**config.mk**
```make
export PLATFORM = sky130hd
export DESIGN_NAME = weekly_alarm_table_valve_timer
export DESIGN_NICKNAME = d
export VERILOG_FILES = /design/src/sv/watvt_pkg.sv /design/src/sv/weekly_alarm_table_valve_timer.sv
export SDC_FILE = /design/constraint.sdc
export NUM_CORES = 1
export LEC_CHECK = 0
export ABC_AREA = 1
export BUFFER_PORTS_ARGS = -buffer_cell sky130_fd_sc_hd__buf_2
export CORE_AREA = 3 3 286 288
export CTS_CLUSTER_SIZE = 20
export DETAILED_ROUTE_END_ITERATION = 7
export DIE_AREA = 0 0 289 291
export GPL_TIMING_DRIVEN = 1
export RECOVER_POWER = 50
export SLEW_MARGIN = 20
export SYNTH_ARGS = -nofsm -noshare
export SYNTH_HDL_FRONTEND = slang
export SYNTH_SLANG_ARGS = --single-unit
```
**constraint.sdc**
```tcl
create_clock -name clk_i -period 4.3 [get_ports clk_i]
set_input_delay 0.645 -clock clk_i [delete_from_list [all_inputs] [get_ports clk_i]]
set_output_delay 0.645 -clock clk_i [all_outputs]
set_load 0.01 [all_outputs]
```
**src/sv/watvt_pkg.sv**
```systemverilog
// Package for the weekly alarm table valve timer: entry field layout,
// microcode word type and the microcode program. No dependencies.
package watvt_pkg;

  localparam int unsigned ENTRY_W   = 27;
  localparam int unsigned CFG_IDX_W = 3;
  localparam int unsigned VALVE_MAX = 2;
  localparam int unsigned TS_W      = 32;
  localparam int unsigned DUR_W     = 7;
  localparam int unsigned THR_W     = 23;
  localparam logic [THR_W-1:0] MS_PER_MINUTE = THR_W'(60000);

  // Entry register layout.
  localparam int unsigned ENT_ACTIVE = 26;
  localparam int unsigned ENT_VALVE  = 25;
  localparam int unsigned ENT_DAY_HI = 24;
  localparam int unsigned ENT_DAY_LO = 18;
  localparam int unsigned ENT_HR_HI  = 17;
  localparam int unsigned ENT_HR_LO  = 13;
  localparam int unsigned ENT_MN_HI  = 12;
  localparam int unsigned ENT_MN_LO  = 7;
  localparam int unsigned ENT_DUR_HI = 6;

  typedef logic [2:0] upc_t;

  typedef enum logic [2:0] {
    JC_NEXT,
    JC_WAIT_IN,
    JC_LOOP_ENT,
    JC_LOOP_VALVE,
    JC_WAIT_OUT
  } jump_cond_e;

  typedef struct packed {
    logic       ld_in;
    logic       match;
    logic       calc;
    logic       cmp;
    logic       emit;
    jump_cond_e cond;
    upc_t       target;
  } uword_t;

  // Program step addresses.
  localparam upc_t ST_FETCH = 3'd0;
  localparam upc_t ST_MATCH = 3'd1;
  localparam upc_t ST_CALC  = 3'd2;
  localparam upc_t ST_CMP   = 3'd3;
  localparam upc_t ST_EMIT  = 3'd4;

  function automatic uword_t ucode_rom(upc_t pc);
    uword_t w;
    w = '{ld_in: 1'b0, match: 1'b0, calc: 1'b0, cmp: 1'b0, emit: 1'b0,
           cond: JC_NEXT, target: ST_FETCH};
    unique case (pc)
      ST_FETCH: begin
        w.ld_in = 1'b1;
        w.cond  = JC_WAIT_IN;
      end
      ST_MATCH: begin
        w.match  = 1'b1;
        w.cond   = JC_LOOP_ENT;
        w.target = ST_MATCH;
      end
      ST_CALC: begin
        w.calc = 1'b1;
      end
      ST_CMP: begin
        w.cmp    = 1'b1;
        w.cond   = JC_LOOP_VALVE;
        w.target = ST_CALC;
      end
      ST_EMIT: begin
        w.emit   = 1'b1;
        w.cond   = JC_WAIT_OUT;
        w.target = ST_FETCH;
      end
      default: begin
        w.target = ST_FETCH;
        w.cond   = JC_WAIT_OUT;
      end
    endcase
    return w;
  endfunction

endpackage

```
**src/sv/weekly_alarm_table_valve_timer.sv**
```systemverilog
// Channel  | Direction | Handshake              | Payload
// request  | in        | in_valid_i/in_stall_o   | weekday, hour_now, minute_now, now_ms,
//          |           |                        | valve_open_now
// result   | out       | out_valid_o/out_stall_i | open_cmd, close_cmd
// config   | in        | cfg_we_i               | cfg_index_i, cfg_wdata_i
//
// A request walks the microcode: a fetch step, then one alarm entry per cycle
// through a single matcher, then a timestamp step and a compare step per valve,
// then an emit step.
// Reset clears the entries, the valve timers and the sequencer at once.
// A new request is taken while the previous result still waits on out_stall_i;
// the last step holds until the output register is free.
// Depends on watvt_pkg.
module weekly_alarm_table_valve_timer
  import watvt_pkg::*;
#(
  parameter int unsigned ENTRY_COUNT = 6,
  parameter int unsigned VALVE_COUNT = 2
) (
  input  logic                 clk_i,
  input  logic                 rst_ni,
  input  logic                 cfg_we_i,
  input  logic [CFG_IDX_W-1:0] cfg_index_i,
  input  logic [ENTRY_W-1:0]   cfg_wdata_i,
  input  logic                 in_valid_i,
  output logic                 in_stall_o,
  input  logic [2:0]           weekday_i,
  input  logic [4:0]           hour_now_i,
  input  logic [5:0]           minute_now_i,
  input  logic [31:0]          now_ms_i,
  input  logic [1:0]           valve_open_now_i,
  output logic                 out_valid_o,
  input  logic                 out_stall_i,
  output logic [1:0]           open_cmd_o,
  output logic [1:0]           close_cmd_o
);

  localparam int unsigned EIW = (ENTRY_COUNT > 1) ? $clog2(ENTRY_COUNT) : 1;
  localparam logic [EIW-1:0] ENT_LAST = EIW'(ENTRY_COUNT - 1);
  localparam logic VALVE_LAST = 1'(VALVE_COUNT - 1);

  logic [ENTRY_W-1:0] entry_q [ENTRY_COUNT];
  logic [TS_W-1:0]    opened_at_q [VALVE_MAX];
  logic [DUR_W-1:0]   held_q [VALVE_MAX];

  upc_t pc_q, pc_d;
  uword_t uw;

  logic [EIW-1:0] eidx_q;
  logic           vidx_q;

  logic [2:0]      wd_q;
  logic [4:0]      hr_q;
  logic [5:0]      mn_q;
  logic [TS_W-1:0] now_q;
  logic [1:0]      open_now_q;
  logic [1:0]      open_acc_q;
  logic [1:0]      close_acc_q;

  logic [TS_W-1:0]  diff_q;
  logic [THR_W-1:0] thr_q;

  logic       out_valid_q;
  logic [1:0] open_out_q;
  logic [1:0] close_out_q;

  logic               in_acc;
  logic               out_free;
  logic [ENTRY_W-1:0] ent;
  logic               ent_hit;
  logic [1:0]         open_all;
  logic               close_hit;

  assign uw       = ucode_rom(pc_q);
  assign in_acc   = uw.ld_in && in_valid_i;
  assign out_free = !out_valid_q || !out_stall_i;

  // Entry match: weekday seven has no mask bit, so it never matches.
  assign ent = entry_q[eidx_q];
  assign ent_hit = ent[ENT_ACTIVE]
                && ({1'b0, ent[ENT_VALVE]} < 2'(VALVE_COUNT))
                && (wd_q != 3'd7)
                && ent[ENT_DAY_LO + 32'(wd_q)]
                && (ent[ENT_HR_HI:ENT_HR_LO] == hr_q)
                && (ent[ENT_MN_HI:ENT_MN_LO] == mn_q);

  // A valve opened in this request counts as open for the close test.
  assign open_all  = open_now_q | open_acc_q;
  assign close_hit = (opened_at_q[vidx_q] != '0) && open_all[vidx_q]
                  && (diff_q >= {{(TS_W-THR_W){1'b0}}, thr_q});

  always_comb begin
    pc_d = pc_q;
    unique case (uw.cond)
      JC_NEXT:       pc_d = pc_q + 3'd1;
      JC_WAIT_IN:    if (in_acc) pc_d = pc_q + 3'd1;
      JC_LOOP_ENT:   pc_d = (eidx_q != ENT_LAST) ? uw.target : pc_q + 3'd1;
      JC_LOOP_VALVE: pc_d = (vidx_q != VALVE_LAST) ? uw.target : pc_q + 3'd1;
      JC_WAIT_OUT:   if (out_free) pc_d = uw.target;
      default:       pc_d = ST_FETCH;
    endcase
  end

  always_ff @(posedge clk_i or negedge rst_ni) begin
    if (!rst_ni) begin
      pc_q        <= ST_FETCH;
      eidx_q      <= '0;
      vidx_q      <= 1'b0;
      open_acc_q  <= '0;
      close_acc_q <= '0;
      out_valid_q <= 1'b0;
      for (int i = 0; i < ENTRY_COUNT; i++) entry_q[i] <= '0;
      for (int v = 0; v < VALVE_MAX; v++) begin
        opened_at_q[v] <= '0;
        held_q[v]      <= '0;
      end
    end else begin
      pc_q <= pc_d;

      if (cfg_we_i && ({1'b0, cfg_index_i} < 4'(ENTRY_COUNT))) begin
        entry_q[cfg_index_i[EIW-1:0]] <= cfg_wdata_i;
      end

      if (in_acc) begin
        wd_q        <= weekday_i;
        hr_q        <= hour_now_i;
        mn_q        <= minute_now_i;
        now_q       <= now_ms_i;
        open_now_q  <= valve_open_now_i;
        open_acc_q  <= '0;
        close_acc_q <= '0;
        eidx_q      <= '0;
        vidx_q      <= 1'b0;
      end

      if (uw.match) begin
        if (ent_hit) begin
          open_acc_q[ent[ENT_VALVE]]  <= 1'b1;
          opened_at_q[ent[ENT_VALVE]] <= now_q;
          held_q[ent[ENT_VALVE]]      <= ent[ENT_DUR_HI:0];
        end
        if (eidx_q != ENT_LAST) eidx_q <= eidx_q + EIW'(1);
      end

      // Comparing the raw difference with duration * 60000 gives the same
      // answer as comparing whole elapsed minutes with the duration.
      if (uw.calc) begin
        diff_q <= now_q - opened_at_q[vidx_q];
        thr_q  <= THR_W'(held_q[vidx_q]) * MS_PER_MINUTE;
      end

      if (uw.cmp) begin
        if (close_hit) begin
          close_acc_q[vidx_q] <= 1'b1;
          opened_at_q[vidx_q] <= '0;
        end
        if (vidx_q != VALVE_LAST) vidx_q <= 1'b1;
      end

      if (uw.emit && out_free) begin
        out_valid_q <= 1'b1;
        open_out_q  <= open_acc_q;
        close_out_q <= close_acc_q;
      end else if (!out_stall_i) begin
        out_valid_q <= 1'b0;
      end
    end
  end

  assign in_stall_o  = !uw.ld_in;
  assign out_valid_o = out_valid_q;
  assign open_cmd_o  = open_out_q;
  assign close_cmd_o = close_out_q;

endmodule

```
Word-level counts from Yosys, hierarchy flattened
Index checks and enable logic that the tools add are counted.
{"block": "totals", "register_bits": 354, "elab_cells": 152, "out_inout_bits": 6, "in_bits": 83}
{"block": "classes", "eq_ne": 15, "multipliers": 1, "order_cmp": 14, "addsub": 4, "n_bitwise": 9, "n_mux": 58, "reduce_logical": 26}
{"cell": "2-to-1 mux 64 bit", "count": 4}
{"cell": "bitwise mux 162 bit", "count": 1}
{"cell": "2-to-1 mux 32 bit", "count": 5}
{"cell": "binary-select mux 27 bit (select 3 bit)", "count": 1}
{"cell": "demux 27 bit (select 3 bit)", "count": 1}
{"cell": "2-to-1 mux 27 bit", "count": 3}
{"cell": "AND 64 bit", "count": 1}
{"cell": "bitwise mux 64 bit", "count": 1}
{"cell": "demux 32 bit (select 1 bit)", "count": 2}
{"cell": "NOT 64 bit", "count": 1}
{"cell": ">= comparator 32 x 23 -> 1 bit", "count": 1}
{"cell": "nonzero test 32 bit", "count": 1}
{"cell": "subtractor 32 bit", "count": 1}
{"cell": "2-to-1 mux 7 bit", "count": 4}
{"cell": "2-to-1 mux 3 bit", "count": 7}
{"cell": "multiplier 7 x 11 -> 18 bit (second input constant)", "count": 1}
{"cell": "2-to-1 mux 1 bit", "count": 15}
{"cell": "case mux 3 bit (5 select lines)", "count": 1}
{"cell": "bitwise mux 14 bit", "count": 1}
{"cell": "logical AND 1 bit", "count": 14}
{"cell": "equality test 3 x 2 -> 1 bit (second input constant)", "count": 4}
{"cell": "2-to-1 mux 2 bit", "count": 6}
{"cell": "case mux 3 bit (4 select lines)", "count": 1}
{"cell": "AND reduction 2 bit", "count": 5}
{"cell": "other kinds (27)", "count": 45}

Depth between registers and ports, before layout
Gate-level depths: netlist of the first run.
{"block": "depth", "ltp_word": 15, "depth_mapped": 23, "ltp_nobuf": 21}

Worst setup path after synthesis of the first run
No wires, ideal clock.
{"block": "synth_path", "path_type": "register to register", "start": "register vidx_q", "end": "register thr_q[19] (data pin)", "path_buffers": 3, "arrival_time_ps": 4377, "setup_slack_ps": -339, "required_ps": 4038, "setup_time_ps": 262, "synth_period_minus_slack_ps": 4639, "path_stages_with_launch": 21, "path_cell_list": "dfrtp_1 clkbuf_1 buf_2 clkbuf_1 o21ai_0 ha_1 fa_1 inv_1 ha_1 fa_1 ha_1 nand2_1 inv_1 a21oi_1 o21ai_0 nand3_1 nand2_1 nand2_1 nand2_1 a21oi_1 xor2_1"}
{"block": "synth_between", "elab_chain_len": 5}
{"element": "start, declared", "line_no": "weekly_alarm_table_valve_timer.sv:50", "text": "logic vidx_q;"}
{"element": "start signal, assigned", "line_no": "weekly_alarm_table_valve_timer.sv:108", "text": "vidx_q <= 1'b0;"}
{"element": "start signal, assigned", "line_no": "weekly_alarm_table_valve_timer.sv:133", "text": "vidx_q <= 1'b0;"}
{"element": "start signal, assigned", "line_no": "weekly_alarm_table_valve_timer.sv:157", "text": "if (vidx_q != VALVE_LAST) vidx_q <= 1'b1;"}
{"element": "NOT 1 -> 2 bit (not written as such)", "line_no": "weekly_alarm_table_valve_timer.sv:149", "text": "thr_q <= THR_W'(held_q[vidx_q]) * MS_PER_MINUTE;"}
{"element": "2-to-1 mux 7 bit (not written as such) (3 in series)", "line_no": "weekly_alarm_table_valve_timer.sv:149"}
{"element": "multiplier 7 x 11 -> 18 bit", "line_no": "weekly_alarm_table_valve_timer.sv:149"}
{"element": "end signal, assigned", "line_no": "weekly_alarm_table_valve_timer.sv:149"}
{"element": "end, declared", "line_no": "weekly_alarm_table_valve_timer.sv:61", "text": "logic [THR_W-1:0] thr_q;"}
No other way between the ends. The select of a mux whose other input is x is not followed.
A chain may end at the register's enable or synchronous reset.

Worst setup path after layout of the first run
{"block": "layout_path", "start": "register vidx_q", "end": "register thr_q[18] (data pin)"}
Same word-level chain as after synthesis.

==> results of run 1 <==
==> sequential cells by signal, summed over array words and instances, names as in the netlist, 3 cells and up <==
register	count
mn_q	6
hr_q	5
thr_q	18
now_q	32
held_q	14
opened_at_q	64
entry_q	162
eidx_q	3
wd_q	3
pc_q	3
diff_q	32
==> Yosys cell counts, drive strengths merged (3+ instances only) <==
master | number | share of area (%)
dfrtp | 252 | 33
inv | 236 | 4.7
a31oi | 4 | 0.13
a21oi | 128 | 3.4
a21boi | 4 | 0.16
clkbuf | 49 | 0.97
mux2i | 25 | 1.3
xor2 | 33 | 1.5
o22ai | 10 | 0.33
nand4 | 12 | 0.39
ha | 105 | 6.9
edfxtp | 102 | 16
o21bai | 6 | 0.24
o21a | 6 | 0.24
buf | 42 | 1.6
or2 | 16 | 0.53
nor2 | 110 | 2.3
o31ai | 3 | 0.12
nand3 | 133 | 3.6
o211ai | 21 | 0.93
clkinv | 3 | 0.059
nor4 | 7 | 0.23
nand3b | 3 | 0.12
a21o | 8 | 0.32
nor3 | 11 | 0.29
xnor2 | 13 | 0.60
fa | 17 | 1.8
o21ai | 245 | 6.4
nand2 | 573 | 11
==> metrics by stage <==
stage,total power [uW],util [%]
after floorplan,7650,-
after global placement,8890,26.1
after detailed placement,8940,26.1
after CTS,12500,27.8
after global routing,13400,27.9
final,12400,27.9
==> repair_timing <==
action / CTS / global route
gates resized for setup: 0 / 14
endpoints found under the setup margin: 0 / 7
buffers inserted: 0 / 3
==> per-layer routing <==
layer / global-route usage (%) / wire length, um
met1: 16.3 / 23700
met5: 0 / 0
met3: 1.75 / 1960
met2: 20.2 / 23700
met4: 2.32 / 791
==> where the power goes <==
part           leakage, uW  internal [uW]  total (uW)  switching [uW]
Clock             0.000643           2010        3450            1440
Combinational      0.00543           1600        4560            2960
Sequential         0.00422           4110        4420             309
Total               0.0103           7730       12400            4710
==> cell usage in the layout (no fill, tap or decap), types with 4 or more instances in the layout <==
| cell | netlist | routed |
|---|---|---|
| edfxtp_1 | 102 | 102 |
| a31oi_1 | 4 | 4 |
| buf_2 | 21 | 77 |
| clkbuf_16 | 0 | 42 |
| a21boi_0 | 4 | 4 |
| clkbuf_1 | 49 | 29 |
| buf_4 | 6 | 32 |
| nor4_1 | 7 | 5 |
| xnor2_1 | 13 | 13 |
| inv_1 | 231 | 230 |
| o211ai_2 | 4 | 4 |
| or2_0 | 6 | 6 |
| clkbuf_8 | 0 | 7 |
| nor3_1 | 11 | 11 |
| nor2_2 | 3 | 5 |
| o22ai_1 | 10 | 10 |
| ha_1 | 105 | 102 |
| nand2_2 | 1 | 4 |
| o21a_1 | 6 | 6 |
| nand3_1 | 130 | 130 |
| o21bai_1 | 6 | 6 |
| nand2_1 | 572 | 567 |
| a21o_1 | 8 | 8 |
| o21ai_1 | 6 | 12 |
| mux2i_1 | 25 | 25 |
| o211ai_1 | 17 | 17 |
| dfrtp_1 | 252 | 250 |
| nor2_1 | 105 | 101 |
| nand4_1 | 12 | 12 |
| o21ai_0 | 239 | 232 |
| fa_1 | 17 | 17 |
| or2_2 | 7 | 7 |
| xor2_1 | 33 | 33 |
| a21oi_1 | 128 | 127 |
| inv_2 | 5 | 6 |
==> final cells by class <==
cell class                      instances  share of cell area, %
Inverter                              239                   4.07
Tap cell                             1050                   5.96
Antenna cell                            2                 0.0227
Multi-Input combinational cell       1501                   38.0
Sequential cell                       354                   42.5
Timing Repair Buffer                  126                   3.43
Clock inverter                          8                  0.556
Clock buffer                           67                   5.51
==> cell families (layout without fill, tap and decap cells) <==
family | after synthesis | after routing | share of synthesized area, %
compound gates | 442 | 442 | 12.6
xor+xnor | 46 | 46 | 2.12
fa+ha+maj | 122 | 122 | 8.69
buf+inv | 330 | 440 | 7.28
flops | 354 | 354 | 49.2
mux | 25 | 25 | 1.31
other cells | 0 | 2 | 0
simple gates | 866 | 866 | 18.8
==> critical path, stage by stage (launching register included) <==
cell      delay, ns
dfrtp_2        0.47
clkbuf_4       0.20
nand2_1        0.08
o21ai_2        0.07
ha_1           0.34
fa_1           0.55
inv_1          0.04
ha_1           0.31
fa_1           0.54
ha_4           0.32
nand3_1        0.09
nand2_2        0.11
nand3_1        0.08
nand2_1        0.12
a21oi_1        0.08
o21bai_1       0.22
nand3_1        0.10
nand2_1        0.09
xor2_1         0.06
==> worst min-delay path by stage <==
stage | cells after the start | end | slack (ns)
after floorplan | 0 | close_acc_q[0]$_DFF_PN0_ | 0.35
after global placement | 0 | open_cmd_o[0]$_DFFE_PP_ | 0.43
after detailed placement | 0 | open_cmd_o[0]$_DFFE_PP_ | 0.44
after global routing | 1 | entry_q[42]$_DFFE_PN0P_ | 0.04
after CTS | 1 | entry_q[42]$_DFFE_PN0P_ | 0.02
final | 1 | entry_q[42]$_DFFE_PN0P_ | 0.03
==> flow_summary_export.csv, run 1 <==
group,metric,value,unit
status,status,"finished, violations left",
status,violations,"max-capacitance violations, max-slew violations",
cts,holdBufCountCts,0,
critical_path,worstSetupEndpointType,"flip-flop",
global_routing,grt_usage,12.0,%
cts,htree_levels,2,
synth,yosysSeqAreaShare,49.2,%
sta,period_share,95.4,%
floorplan,dieArea,84100,um^2
cts,numCtsBuffers,41,
place,placed_cells,3268,
critical_path,regToRegSetupSlack,0.20,ns
sta,timing.final.crit_period,4.10,ns
sta,grt_setup_unrepaired,"false",
critical_path,r2r_cells,18,
finish,drive_above_1_share,9.46,%
cts,cts_tree,"built",
critical_path,r2r-end,"thr_q[18]$_DFFE_PP_",
drt,dr.pass1.iters,5,
critical_path,startpoint_type,"flip-flop",
sta,fin_worst_skew,0.0326,ns
finish,stdcell_count,3347,
sta,max_freq,0.244,GHz
sta,slew_viol_final,305,
cts,clockBufferDepth,3,
critical_path,critPathLaunch,"vidx_q$_DFF_PN0_",
floorplan,row_count,103,
pwr,ir_drop,0.344,mV
floorplan,die_x,289,um
drt,dr_total_vias,14800,
sta,relSlewSlack,-93.9,%
critical_path,critPathCapture,"thr_q[18]$_DFFE_PP_",
drt,wl,50200,um
drt,vias_per_cell,4.41,
floorplan,coreArea,79100,um^2
drt,ant_nets,0,
critical_path,reg2reg_from,"vidx_q$_DFF_PN0_",
sta,setup_ws,0.198,ns
global_routing,grt_remaining_overflow,0,
sta,worst_pin_slew,2.91,ns
finish,areaGrowthSynthToFinish,15.9,%
finish,design_area,22100,um^2
synth,syn_avg_cell_area,8.71,um^2
finish,final_nets,2468,
synth,netlist_area,19000,um^2
place,post-place-ws,0.0841,ns
synth,ys_ff_latch,354,
cts,root_buffer,"clkbuf_16",
cts,cts_sinks,354,
critical_path,path_class,"reg -> reg",
global_routing,grt_pass1_wl,81400,um
pwr,cellPowerDensity,564,nW/um^2
pwr,p_leak,0.0103,uW
place,place.gp.congestion,0.833,
finish,multiInputGateArea,8380,um^2
global_routing,grt_antenna_before_repair,2,
synth,async_flop_share,71.2,%
place,port_buffers,88,
critical_path,crit_fanout,9,
place,place_area,20700,um^2
finish,seqCellArea,9370,um^2
synth,syn_inst,2185,
hold_path,hold_class,"in -> async",
cts,insertion_delay,0.58,ns
cts,clk_pin_slew,0.06,ns
critical_path,required,4.60,ns
synth,syn_nets,2390,
drt,wl_per_cell,15.0,um
synth,synth_edf_count,102,
floorplan,start_util,24.1,%
job,drv_cap,4,
floorplan,die_h,291,um
sta,fin_worst_hold_slack,0.0315,ns
synth,synth_flop_cell,"dfrtp_1",
synth,synth_warnings,0,
place,hpwl,33600,um
sta,final-setup-viol-count,0,
drt,drc,0,
sta,setup_tns,0,ns
synth,synth_cell_types,48,
sta,finalHoldViolCount,0,
global_routing,grt_pass1_vias,14800,
floorplan,io_pins,89,
global_routing,grt_max_degree,142,
drt,drt_iter0_markers,1064,
finish,fillers,8514,
critical_path,cp_data_arrival_time,4.41,ns
No activity file was read; power rests on OpenSTA's default activity.
==> run 2, diff against run 1 <==
SETUP_SLACK_MARGIN = 0.2   (was default)
==> flow_summary_export.csv, run 2 (synthesis gave the netlist of run 1 again) <==
group,metric,value,unit
cts,clockBufferDepth,3,
cts,clk_pin_slew,0.06,ns
critical_path,path_class,"reg -> reg",
critical_path,critPathTopFamily,"adder cells",
finish,largest_reg_flops,162,
cts,holdBufCountCts,0,
drt,wl_per_cell,14.9,um
cts,cts_sinks,354,
finish,antenna_cells,0,
floorplan,io_pins,89,
sta,grt_setup_unrepaired,"true",
finish,fillers,8507,
floorplan,coreArea,79100,um^2
finish,areaGrowthSynthToFinish,16.2,%
global_routing,grt_usage,11.7,%
drt,drc,0,
sta,setup_tns,0,ns
place,placed_cells,3262,
drt,top_layer,"met4",
pwr,p_int,7810,uW
place,place.gp.congestion,0.861,
floorplan,dieArea,84100,um^2
floorplan,row_count,103,
critical_path,worstSetupEndpointType,"flip-flop",
pwr,p_sw,4860,uW
cts,numCtsBuffers,41,
sta,fin_worst_skew,0.0409,ns
sta,fin_worst_hold_slack,0.0228,ns
global_routing,grt_remaining_overflow,0,
status,violations,"max-capacitance violations, max-slew violations",
cts,insertion_delay,0.57,ns
floorplan,die_h,291,um
cts,root_buffer,"clkbuf_16",
critical_path,crit_slowest_cell,"fa_1",
drt,dr_wl_met2,23100,um
critical_path,startpoint_type,"flip-flop",
critical_path,path_common_cell,"nand2_1",
sta,worst_pin_slew,3.11,ns
cts,htree_levels,2,
drt,met1_length,23700,um
global_routing,grt_antenna_before_repair,2,
drt,dr.pass1.iters,5,
finish,stdcell_count,3341,
sta,finalHoldViolCount,0,
drt,wl_met3,2230,um
finish,regMostFlops,"entry_q",
finish,final_nets,2463,
critical_path,path_buf_inv,3,
place,port_buffers,88,
critical_path,reg2reg_from,"vidx_q$_DFF_PN0_",
cts,cts_tree,"built",
critical_path,crit_fanout,8,
pwr,p_clk_share,26.7,%
drt,vias_per_cell,4.42,
sta,final-setup-viol-count,0,
floorplan,die_x,289,um
sta,slew_viol_final,362,
pwr,p_seq_share,34.6,%
critical_path,cpPeakStageDelay,0.54,ns
status,status,"finished, violations left",
finish,seqCellArea,9370,um^2
global_routing,grt_pass1_vias,14300,
job,drv_cap,5,
sta,max_freq,0.252,GHz
finish,largestRegisters,"entry_q (162), opened_at_q (64)",
pwr,cellPowerDensity,572,nW/um^2
critical_path,critPathLaunch,"vidx_q$_DFF_PN0_",
critical_path,cp_data_arrival_time,4.28,ns
drt,drt_iter0_markers,1211,
pwr,p_comb_share,38.7,%
pwr,ir_drop,0.376,mV
global_routing,grt_pass1_wl,80000,um
finish,multiInputGateArea,8520,um^2
pwr,p_sw_share,38.3,%
finish,drive_above_1_share,10.2,%
critical_path,crit_path_cell_trace,"buf_8 -> o21ai_4 -> ha_1 -> fa_1 -> inv_1 -> ha_1 -> fa_1 -> ha_4 -> nand2_1 -> inv_1 -> a21oi_2 -> o21ai_2 -> nand3_1 -> nand2_1 -> nand2_1 -> nand2_1 -> a21oi_2 -> xor2_1",
global_routing,grt_max_degree,137,
pwr,p_leak,0.0102,uW
place,hpwl,33500,um
pwr,power,12700,uW
drt,wl,49900,um
drt,ant_nets,0,
sta,period_share,92.3,%
finish,final_cell_mix,"565 x nand2_1, 250 x dfrtp_1, 230 x o21ai_0",
floorplan,start_util,24.1,%
hold_path,hold_class,"in -> async",
critical_path,required,4.61,ns
sta,timing.final.crit_period,3.97,ns
sta,relSlewSlack,-107,%
finish,mostFrequentLayoutCell,"nand2_1",
drt,dr_total_vias,14800,
-- run 2: cell types whose count changed in the layout (fill, tap and decap cells not counted), sizes merged --
cell / previous run / this run
inv: 237 / 238
clkbuf: 80 / 76
clkinv: 8 / 15
buf: 113 / 105
diode: 2 / 0
-- run 2: worst paths after layout --
kind	cells past startpoint	to	slack, ns
setup / recovery	18	thr_q[19]$_DFFE_PP_	0.33
max in group asynchronous	2	entry_q[72]$_DFFE_PN0P_	0.81
min in group clk_i	1	mn_q[2]$_DFFE_PP_	0.25
setup reg to reg	18	thr_q[19]$_DFFE_PP_	0.33
hold reg to reg	0	open_cmd_o[0]$_DFFE_PP_	0.45
hold / removal	1	entry_q[50]$_DFFE_PN0P_	0.02
-- run 2: area by class of cell --
class / count / share of cell area (%)
Clock buffer: 60 / 5.23
Clock inverter: 16 / 0.650
Inverter: 239 / 4.07
Multi-Input combinational cell: 1501 / 38.5
Sequential cell: 354 / 42.4
Tap cell: 1050 / 5.94
Timing Repair Buffer: 121 / 3.23
-- run 2: per-layer routing --
metal | vias to the layer above | global-route usage (%)
li1 | 7378 | -
met1 | 7037 | 16.6
met2 | 293 | 18.9
met3 | 66 | 1.87
met4 | 0 | 2.42
met5 | - | 0
-- run 2: power by group through the flow --
stage,Combinational [uW],Sequential [uW],Clock (uW)
after floorplan,3350,4360,0
after global placement,4440,4440,0
after detailed placement,4480,4440,0
after CTS,4530,4390,3470
after global routing,5580,4440,3610
final,4900,4380,3380
-- run 2: timing repair --
item	4_1_cts	5_1_grt
pin swaps	0	11
cloned	0	0
resized for setup	3	40
buffers inserted	0	3
endpoints found under the setup margin	4	15
-- run 2: metrics by stage --
stage          setup WS (ns)  util (%)  instance area (um^2)
6_report               0.333      28.0                 22100
5_1_grt                0.128      28.0                 22100
4_1_cts                0.187      27.7                 21900
3_5_place_dp           0.139      26.1                 20600
3_3_place_gp           0.165      26.1                 20600
2_1_floorplan          0.236         -                 19100
